--- config.mk ---
export PLATFORM = sky130hd
export DESIGN_NAME = assertion_site_tracker
export DESIGN_NICKNAME = d
export VERILOG_FILES = /design/src/design/ast_pkg.sv /design/src/design/ast_start_idx.sv /design/src/design/ast_slot_ram.sv /design/src/design/assertion_site_tracker.sv
export VERILOG_INCLUDE_DIRS = /design/src /design/src/design
export SDC_FILE = /design/constraint.sdc
export NUM_CORES = 2
export LEC_CHECK = 0
export BUFFER_PORTS_ARGS = -buffer_cell sky130_fd_sc_hd__buf_2
export CORE_UTILIZATION = 55
export CTS_CLUSTER_DIAMETER = 50
export CTS_CLUSTER_SIZE = 16
export DETAILED_ROUTE_END_ITERATION = 16
export PLACE_DENSITY_LB_ADDON = 0.15
export SYNTH_ARGS = -nofsm -noshare
export SYNTH_HDL_FRONTEND = slang
export SYNTH_HIERARCHICAL = 1
export SYNTH_SLANG_ARGS = --single-unit
--- constraint.sdc ---
create_clock -name clk -period 6.1 [get_ports clk]
set_clock_uncertainty 0.15 [all_clocks]
set_input_delay 1.525 -clock clk [delete_from_list [all_inputs] [get_ports clk]]
set_output_delay 1.525 -clock clk [all_outputs]
set_load 0.02 [all_outputs]
--- src/design/assertion_site_tracker_macros.svh ---
// ----------------------------------------------------------------------------
// Assertion site tracker assertion macros
// Concurrent check helpers that use the clk and rst of the including module.
// ----------------------------------------------------------------------------
`ifndef ASSERTION_SITE_TRACKER_MACROS_SVH
`define ASSERTION_SITE_TRACKER_MACROS_SVH

`ifndef SYNTHESIS

// The consequent must hold in the same cycle as the antecedent.
`define AST_ASSERT_SAME(label, ante, cons) \
  label: assert property (@(posedge clk) disable iff (rst) (ante) |-> (cons)) \
    else $error("assertion_site_tracker: same-cycle check failed");

// The consequent must hold in the cycle after the antecedent.
`define AST_ASSERT_NEXT(label, ante, cons) \
  label: assert property (@(posedge clk) disable iff (rst) (ante) |=> (cons)) \
    else $error("assertion_site_tracker: next-cycle check failed");

`else

`define AST_ASSERT_SAME(label, ante, cons)
`define AST_ASSERT_NEXT(label, ante, cons)

`endif

`endif

--- src/design/ast_pkg.sv ---
// ----------------------------------------------------------------------------
// Assertion site tracker package
// Shared widths, defaults, payload layouts and the controller state type.
// ----------------------------------------------------------------------------
package ast_pkg;

  localparam int HASH_W       = 32;
  localparam int COUNT_W      = 32;
  localparam int CNT_OUT_W    = 7;
  localparam int THRESH_W     = 16;
  localparam int CFG_INDEX_W  = 8;
  localparam int CFG_DATA_W   = 32;
  localparam int IN_DATA_W    = 40;
  localparam int OUT_DATA_W   = 88;

  localparam int DEF_SITE_SLOTS      = 64;
  localparam int DEF_FAILURE_RECORDS = 64;

  // Register indexes of the configuration port.
  localparam logic [CFG_INDEX_W-1:0] REG_ENABLED   = 8'd0;
  localparam logic [CFG_INDEX_W-1:0] REG_THRESHOLD = 8'd1;

  localparam logic [COUNT_W-1:0] COUNT_MAX = '1;

  // One slot of the open-addressing set.
  typedef struct packed {
    logic              used;
    logic [HASH_W-1:0] hash;
  } slot_entry_t;

  // Input tdata, last field in the lowest bits.
  typedef struct packed {
    logic [6:0]        pad;
    logic              condition_held;
    logic [HASH_W-1:0] site_hash;
  } in_data_t;

  // Output tdata, last field in the lowest bits.
  typedef struct packed {
    logic [6:0]           pad;
    logic                 fail_trip;
    logic                 set_full;
    logic                 newly_seen;
    logic [CNT_OUT_W-1:0] failures_stored;
    logic [CNT_OUT_W-1:0] distinct_sites;
    logic [COUNT_W-1:0]   failures_seen;
    logic [COUNT_W-1:0]   total_events;
  } out_data_t;

  typedef enum logic [2:0] {
    ST_INIT,
    ST_IDLE,
    ST_HASH,
    ST_READ,
    ST_CHECK,
    ST_CLEAR,
    ST_DONE
  } state_t;

  function automatic logic [COUNT_W-1:0] sat_inc(input logic [COUNT_W-1:0] v);
    sat_inc = (v == COUNT_MAX) ? v : v + COUNT_W'(1);
  endfunction

endpackage

--- src/design/ast_start_idx.sv ---
// ----------------------------------------------------------------------------
// Assertion site tracker start index unit
// Reduces a site hash modulo the slot count: a mask for a power of two,
// otherwise a reciprocal multiplication and one correcting subtraction,
// with quotient, product and remainder registered in turn.
// ----------------------------------------------------------------------------
module ast_start_idx #(
  parameter int SITE_SLOTS = ast_pkg::DEF_SITE_SLOTS
) (
  input  logic                          clk,
  input  logic                          rst,
  input  logic                          start,
  input  logic [ast_pkg::HASH_W-1:0]    hash,
  output logic                          done,
  output logic [$clog2(SITE_SLOTS)-1:0] idx
);

  localparam int IDX_W   = $clog2(SITE_SLOTS);
  localparam bit IS_POW2 = (SITE_SLOTS & (SITE_SLOTS - 1)) == 0;

  if (IS_POW2) begin : g_mask
    always_ff @(posedge clk) begin
      if (rst) begin
        done <= 1'b0;
      end else begin
        done <= start;
      end
      if (start) begin
        idx <= hash[IDX_W-1:0];
      end
    end
  end else begin : g_recip
    // The slot count lies above 2^(IDX_W-1), so the reciprocal below fits in
    // 32 bits and the quotient estimate falls short by at most one. The first
    // remainder is then below twice the slot count.
    localparam int          SHIFT      = 31 + IDX_W;
    localparam logic [63:0] RECIP_WIDE = (64'd1 << SHIFT) / 64'(SITE_SLOTS);
    localparam logic [ast_pkg::HASH_W-1:0] RECIP = ast_pkg::HASH_W'(RECIP_WIDE);

    logic                           stage1;
    logic                           stage2;
    logic [2*ast_pkg::HASH_W-1:0]   product;
    logic [ast_pkg::HASH_W-1:0]     hash_q;
    logic [ast_pkg::HASH_W-1:0]     quot_q;
    logic [ast_pkg::HASH_W-1:0]     prod_q;
    logic [IDX_W:0]                 rem_q;

    assign product = (2*ast_pkg::HASH_W)'(hash) * (2*ast_pkg::HASH_W)'(RECIP);

    always_ff @(posedge clk) begin
      if (rst) begin
        stage1 <= 1'b0;
        stage2 <= 1'b0;
        done   <= 1'b0;
      end else begin
        stage1 <= start;
        stage2 <= stage1;
        done   <= stage2;
      end
      if (start) begin
        hash_q <= hash;
        quot_q <= ast_pkg::HASH_W'(product >> SHIFT);
      end
      if (stage1) begin
        prod_q <= quot_q * ast_pkg::HASH_W'(SITE_SLOTS);
      end
      if (stage2) begin
        rem_q <= (IDX_W + 1)'(hash_q - prod_q);
      end
    end

    assign idx = (rem_q >= (IDX_W + 1)'(SITE_SLOTS))
               ? IDX_W'(rem_q - (IDX_W + 1)'(SITE_SLOTS))
               : IDX_W'(rem_q);
  end

endmodule

--- src/design/ast_slot_ram.sv ---
// ----------------------------------------------------------------------------
// Assertion site tracker slot memory
// One write port and one read port with registered read data.
// ----------------------------------------------------------------------------
module ast_slot_ram #(
  parameter int SITE_SLOTS = ast_pkg::DEF_SITE_SLOTS
) (
  input  logic                          clk,
  input  logic                          we,
  input  logic [$clog2(SITE_SLOTS)-1:0] waddr,
  input  ast_pkg::slot_entry_t          wdata,
  input  logic [$clog2(SITE_SLOTS)-1:0] raddr,
  output ast_pkg::slot_entry_t          rdata
);

  ast_pkg::slot_entry_t mem [SITE_SLOTS];

  always_ff @(posedge clk) begin
    if (we) begin
      mem[waddr] <= wdata;
    end
    rdata <= mem[raddr];
  end

endmodule

--- src/design/assertion_site_tracker.sv ---
// ----------------------------------------------------------------------------
// Assertion site tracker
// Counts assertion events and failures and keeps the distinct site hashes in
// a linear-probing set held in one synchronous slot memory.
// ----------------------------------------------------------------------------
//
//  channel   direction  signals                               content
//  s_*       in         s_tvalid s_tready s_tdata s_tuser     event or clear
//  m_*       out        m_tvalid m_tready m_tdata             counts and flags
//  cfg_*     in         cfg_valid cfg_ready cfg_index cfg_data register write
//
// An event passes through the start index unit, then a memory read and a
// compare for each slot probed, and then its result is loaded for output;
// a slot count that is not a power of two takes the reciprocal path in the
// start index unit. A clear sweeps the memory; a disabled item goes straight
// to the result. After reset a sweep of all slots empties them first.
// A stalled output holds its result while the next item is taken and worked on.
module assertion_site_tracker #(
  parameter int SITE_SLOTS      = ast_pkg::DEF_SITE_SLOTS,
  parameter int FAILURE_RECORDS = ast_pkg::DEF_FAILURE_RECORDS
) (
  input  logic                              clk,
  input  logic                              rst,
  input  logic                              s_tvalid,
  output logic                              s_tready,
  // [31:0] site_hash, [32] condition_held, [39:33] zero
  input  logic [ast_pkg::IN_DATA_W-1:0]     s_tdata,
  // [0] func
  input  logic                              s_tuser,
  output logic                              m_tvalid,
  input  logic                              m_tready,
  // [31:0] total_events, [63:32] failures_seen, [70:64] distinct_sites,
  // [77:71] failures_stored, [78] newly_seen, [79] set_full, [80] fail_trip,
  // [87:81] zero
  output logic [ast_pkg::OUT_DATA_W-1:0]    m_tdata,
  input  logic                              cfg_valid,
  output logic                              cfg_ready,
  input  logic [ast_pkg::CFG_INDEX_W-1:0]   cfg_index,
  input  logic [ast_pkg::CFG_DATA_W-1:0]    cfg_data
);

  localparam int IDX_W = $clog2(SITE_SLOTS);
  localparam int SC_W  = $clog2(SITE_SLOTS + 1);
  localparam int FR_W  = $clog2(FAILURE_RECORDS + 1);
  localparam logic [IDX_W-1:0] LAST_SLOT = IDX_W'(SITE_SLOTS - 1);

  ast_pkg::state_t state, state_next;

  logic                           enabled;
  logic [ast_pkg::THRESH_W-1:0]   threshold;
  logic [ast_pkg::COUNT_W-1:0]    event_count;
  logic [ast_pkg::COUNT_W-1:0]    failure_count;
  logic [SC_W-1:0]                site_count;
  logic [FR_W-1:0]                stored_count;
  logic [ast_pkg::HASH_W-1:0]     hash_q;
  logic [IDX_W-1:0]               idx;
  logic [IDX_W-1:0]               probe_cnt;
  logic [IDX_W-1:0]               clr_addr;
  logic                           newly;
  logic                           full;
  logic                           trip;

  ast_pkg::in_data_t              in_data;
  ast_pkg::out_data_t             out_data;
  logic                           in_xfer;
  logic                           out_free;
  logic                           out_load;
  logic                           mod_start;
  logic                           mod_done;
  logic [IDX_W-1:0]               mod_idx;
  logic                           mem_we;
  logic [IDX_W-1:0]               mem_waddr;
  ast_pkg::slot_entry_t           mem_wdata;
  ast_pkg::slot_entry_t           mem_rdata;
  logic                           slot_free;
  logic                           slot_match;
  logic [ast_pkg::COUNT_W-1:0]    failure_inc;
  logic [ast_pkg::THRESH_W-1:0]   thr_eff;
  logic                           mem_wr_state;

  assign in_data    = ast_pkg::in_data_t'(s_tdata);
  assign in_xfer    = s_tvalid && s_tready;
  assign out_free   = !m_tvalid || m_tready;
  assign cfg_ready  = 1'b1;
  assign slot_free  = !mem_rdata.used;
  assign slot_match = mem_rdata.hash == hash_q;
  assign failure_inc = ast_pkg::sat_inc(failure_count);
  assign thr_eff    = (threshold == '0) ? ast_pkg::THRESH_W'(1) : threshold;
  assign mem_wr_state = state == ast_pkg::ST_CHECK || state == ast_pkg::ST_CLEAR ||
                        state == ast_pkg::ST_INIT;

  ast_start_idx #(
    .SITE_SLOTS(SITE_SLOTS)
  ) u_start_idx (
    .clk  (clk),
    .rst  (rst),
    .start(mod_start),
    .hash (in_data.site_hash),
    .done (mod_done),
    .idx  (mod_idx)
  );

  ast_slot_ram #(
    .SITE_SLOTS(SITE_SLOTS)
  ) u_slot_ram (
    .clk  (clk),
    .we   (mem_we),
    .waddr(mem_waddr),
    .wdata(mem_wdata),
    .raddr(idx),
    .rdata(mem_rdata)
  );

  always_comb begin
    state_next = state;
    case (state)
      ast_pkg::ST_INIT: begin
        if (clr_addr == LAST_SLOT) state_next = ast_pkg::ST_IDLE;
      end
      ast_pkg::ST_IDLE: begin
        if (in_xfer) begin
          if (!enabled) state_next = ast_pkg::ST_DONE;
          else if (s_tuser) state_next = ast_pkg::ST_CLEAR;
          else state_next = ast_pkg::ST_HASH;
        end
      end
      ast_pkg::ST_HASH: begin
        if (mod_done) state_next = ast_pkg::ST_READ;
      end
      ast_pkg::ST_READ: state_next = ast_pkg::ST_CHECK;
      ast_pkg::ST_CHECK: begin
        if (slot_free || slot_match || probe_cnt == LAST_SLOT) begin
          state_next = ast_pkg::ST_DONE;
        end else begin
          state_next = ast_pkg::ST_READ;
        end
      end
      ast_pkg::ST_CLEAR: begin
        if (clr_addr == LAST_SLOT) state_next = ast_pkg::ST_DONE;
      end
      ast_pkg::ST_DONE: begin
        if (out_free) state_next = ast_pkg::ST_IDLE;
      end
      default: state_next = ast_pkg::ST_INIT;
    endcase
  end

  always_comb begin
    s_tready  = 1'b0;
    mod_start = 1'b0;
    mem_we    = 1'b0;
    mem_waddr = idx;
    mem_wdata = '{used: 1'b1, hash: hash_q};
    out_load  = 1'b0;
    case (state)
      ast_pkg::ST_IDLE: begin
        s_tready  = 1'b1;
        mod_start = s_tvalid && enabled && !s_tuser;
      end
      ast_pkg::ST_CHECK: begin
        mem_we = slot_free;
      end
      ast_pkg::ST_INIT, ast_pkg::ST_CLEAR: begin
        mem_we    = 1'b1;
        mem_waddr = clr_addr;
        mem_wdata = '0;
      end
      ast_pkg::ST_DONE: begin
        out_load = out_free;
      end
      default: begin
      end
    endcase
  end

  always_comb begin
    out_data                 = '0;
    out_data.total_events    = event_count;
    out_data.failures_seen   = failure_count;
    out_data.distinct_sites  = ast_pkg::CNT_OUT_W'(site_count);
    out_data.failures_stored = ast_pkg::CNT_OUT_W'(stored_count);
    out_data.newly_seen      = newly;
    out_data.set_full        = full;
    out_data.fail_trip       = trip;
  end

  always_ff @(posedge clk) begin
    if (rst) begin
      state         <= ast_pkg::ST_INIT;
      enabled       <= 1'b1;
      threshold     <= ast_pkg::THRESH_W'(1);
      event_count   <= '0;
      failure_count <= '0;
      site_count    <= '0;
      stored_count  <= '0;
      clr_addr      <= '0;
      newly         <= 1'b0;
      full          <= 1'b0;
      trip          <= 1'b0;
      m_tvalid      <= 1'b0;
    end else begin
      state <= state_next;

      if (cfg_valid && cfg_ready) begin
        if (cfg_index == ast_pkg::REG_ENABLED) begin
          enabled <= cfg_data[0];
        end else if (cfg_index == ast_pkg::REG_THRESHOLD) begin
          threshold <= cfg_data[ast_pkg::THRESH_W-1:0];
        end
      end

      if (state == ast_pkg::ST_IDLE && in_xfer) begin
        newly <= 1'b0;
        full  <= 1'b0;
        trip  <= 1'b0;
        if (enabled && s_tuser) begin
          event_count   <= '0;
          failure_count <= '0;
          site_count    <= '0;
          stored_count  <= '0;
        end else if (enabled) begin
          event_count <= ast_pkg::sat_inc(event_count);
          if (!in_data.condition_held) begin
            failure_count <= failure_inc;
            if (stored_count < FR_W'(FAILURE_RECORDS)) begin
              stored_count <= stored_count + FR_W'(1);
            end
            trip <= failure_inc >= ast_pkg::COUNT_W'(thr_eff);
          end
        end
      end

      // Outcome of one probe: a free slot takes the hash, a match ends the
      // walk, and a miss on the last untried slot means the set is full.
      if (state == ast_pkg::ST_CHECK) begin
        if (slot_free) begin
          newly      <= 1'b1;
          site_count <= site_count + SC_W'(1);
        end else if (!slot_match && probe_cnt == LAST_SLOT) begin
          full <= 1'b1;
        end
      end

      if (state == ast_pkg::ST_INIT || state == ast_pkg::ST_CLEAR) begin
        clr_addr <= (clr_addr == LAST_SLOT) ? '0 : clr_addr + IDX_W'(1);
      end

      if (out_load) begin
        m_tvalid <= 1'b1;
      end else if (m_tready) begin
        m_tvalid <= 1'b0;
      end
    end

    if (state == ast_pkg::ST_IDLE && in_xfer) begin
      hash_q <= in_data.site_hash;
    end
    if (state == ast_pkg::ST_HASH && mod_done) begin
      idx       <= mod_idx;
      probe_cnt <= '0;
    end else if (state == ast_pkg::ST_CHECK) begin
      idx       <= (idx == LAST_SLOT) ? '0 : idx + IDX_W'(1);
      probe_cnt <= probe_cnt + IDX_W'(1);
    end
    if (out_load) begin
      m_tdata <= out_data;
    end
  end

`include "assertion_site_tracker_macros.svh"

  `AST_ASSERT_SAME(a_site_bound, 1'b1, site_count <= SC_W'(SITE_SLOTS))
  `AST_ASSERT_SAME(a_write_states, mem_we, mem_wr_state)
  `AST_ASSERT_SAME(a_flags_exclusive, m_tvalid, !(m_tdata[78] && m_tdata[79]))
  `AST_ASSERT_NEXT(a_leave_idle, s_tvalid && s_tready, state != ast_pkg::ST_IDLE)

endmodule

==> results.md <==
- Outcome: finished, final reports clean
- Yosys warnings: 6
- Final setup fails: 0
- Net switching power figure: ~6.0 mW
- Initial antenna violation count: 4
- Unique cell type count in the Yosys netlist: 77
- Postcts setup bufs: 0
- Critical Path AT: roughly 5400 ps
- Tot GR Track Use: 25.8%
- Die height: between 400 and 500 um
- Post-DP HPWL: about 120000 um
- Die ar.: around 170000 um2
- HP Class: flop to flop
- Clock latency on the worst-skew pair: a little over 800 ps
- Max-Cap Viols: 0
- Most common cell in the netlist: edfxtp_1
- Synth Area per Inst: between 15 and 20 um2
- Critical Path Sink Type: flop
- Flop pwr share: 58.3%
- Ratio of cells with drive above 1 in the final layout: 23.7%
- Yosys top cell area share: about 73%
- Post-Syn Area: 92300 um2
- # port buffers: around 150
- Setup TNS: 0 ps
- Core ar.: 166000 um2
- Crit path launch type: flop
- WL per Instance: around 30 um
- Final wirelength: 216000 um
- Final ANT Viol Nets: 0
- CTS clk-pin slew, worst paths: about 70 ps
- Req. time, crit path: 6600 ps
- Max Buffers Root-to-Sink: 3
- Pwr/cell area: a little under 300 nW/um2
- Final slew viol count: 0
- Maximum vdd drop: 284 uV
- DR pass1 iterations: 5
- Post-Layout Cell Count: roughly 7200
- Final Hold Vio Count: 0
- Top_reg_cell synth: edfxtp_1
- Global-route wire length before repair: around 320000 um
- # clock sinks: ~2400
- Worst Path Max Fanout: 16
- Area leader, netlist: edfxtp_1
- Pin count of the biggest net entering global routing: 129
- Layout net count: about 5000
- Post-synth top cells: 2237 x edfxtp_1, 485 x mux4_2, 197 x nor2_1, 194 x nand2_1, 148 x dfxtp_1
- Iter 0 DRT Violations: approximately 5100
- #FFs+latches synth: approximately 2400
- Slew HR: between 10 and 15%
- Leak Pwr: around 33 nW
- Initial core utilization: 55.7%
- Io pins: between 150 and 200
- Slew @ Worst Pin: about 1300 ps
- Post-synth EDFFs: about 2200
- Vias: around 47000
- Congestion Overflow GR: 0
- Cell internal pwr: about 24 mW
- Async S/R FF share, synth: 0%
- F_max: ~200 MHz
- Vias in the first global route: between 40000 and 50000
- Synth top area cells: edfxtp_1 73%, mux4_2 12%, dfxtp_1 3.2%, mux2i_1 1.2%, nor2_1 0.80%
- Hold Buf Count CTS: 0
- Combinational power share: less than 1%
- TritonCTS Buffers: 192
- Tcrit/Tclk final: about four fifths
- RePlAce Congestion: roughly 0.85
- Min Tclk post-route: approximately 5000 ps
- Area grow syn2layout: 10.7%
- Die X-Extent: 412 um
- RSZ-0062 raised after global routing: false
- Mapped Cells: ~4700
- Register area share after synthesis: about three quarters
- CTS tree: built
- Placed cell count: about 7000
- Clock power share: between 40 and 50%
- Core Rows: ~150
- Worst setup path class: flop to flop
- Vias per cell: approximately 6.4
- Clk root buf: clkbuf_16
- PostCTS Resize Cnt: 0
- DR DRC count: 0
- Htree depth: 4
- Net Sw Frac: between 10% and 20%
-- power groups by stage --
stage                     combinational, mW  sequential (mW)  clock, mW
final                                 0.248             17.8       12.5
after global routing                  0.263             17.8       13.2
after CTS                             0.250             17.8       12.7
after detailed placement              0.249             18.1          0
after global placement                0.245             18.1          0
after floorplan                       0.126             18.1          0
-- sequential cells by signal, summed over array words and instances (netlist names), 16 cells and up --
| name | cells |
|---|---|
| threshold | 16 |
| event_count | 32 |
| hash_q | 32 |
| u_slot_ram/mem | 2112 |
| u_slot_ram/rdata | 33 |
| m_tdata | 81 |
| failure_count | 32 |
-- layer usage --
layer	vias up	track usage, %	wire length [um]
li1	19600	-	-
met1	24700	37.7	90000
met2	1880	41.0	104000
met3	300	3.90	16600
met4	0	6.60	5210
met5	-	0	0
-- worst max-delay path, stage by stage (launching register included) --
cell and delay (ps):
dfxtp_1 500, nand3_1 280, or4_4 660, or4_4 560, nor3b_1 240, xor2_1 170, ha_1 350, a21o_1 190
a221oi_1 280, o211ai_1 170, a221oi_1 430, nand4_1 150, o41ai_1 470, a31oi_1 120
-- per-stage QoR --
stage          power (mW)  utilization (%)  hold slack (ps)  worst slack, ps  area, um2
5_1_grt              31.2             61.7              310              948     102000
4_1_cts              30.7             61.7              294             1220     102000
6_report             30.5             61.7              291             1220     102000
2_1_floorplan        18.2                -              253              382      92300
3_3_place_gp         18.4             57.9              272             1280      96000
3_5_place_dp         18.4             57.9              283             1250      96000
-- cells in the final DEF, fill, tap and decap left out, types with 114 or more instances in the layout --
master / n
edfxtp_1: 2237
mux4_2: 485
clkbuf_16: 198
nand2_1: 194
dfxtp_1: 148
buf_2: 145
nor2_1: 131
nand3_1: 128
buf_4: 123
mux2i_1: 114
-- logic make-up after synthesis --
group / synth area share (%)
buffers and inverters: 1.75
other: 0.00814
flip-flops: 76.0
adder cells (fa/ha/maj): 0.312
multiplexers: 13.2
AO/OA/AOI/OAI: 3.42
XOR/XNOR: 0.845
AND/OR/NAND/NOR: 4.50
-- worst paths after layout --
check	startpoint	to	slack (ps)	cells past startpoint
worst max-delay path	failure_count[6]	trip	1220	13
worst min-delay path	newly	m_tdata[78]	290	0
worst max register to register	failure_count[6]	trip	1220	13
worst min register to register	newly	m_tdata[78]	290	0
-- cell type report --
class | instances | area [um2]
Tap cell | 2189 | 2740
Antenna cell | 3 | 7.51
Multi-Input combinational cell | 2007 | 21100
Clock buffer | 256 | 5240
Clock inverter | 86 | 987
Fill cell | 11500 | 63500
Timing Repair Buffer | 278 | 1850
Inverter | 31 | 116
Sequential cell | 2385 | 70100
No activity file was read; power rests on OpenSTA's default activity.
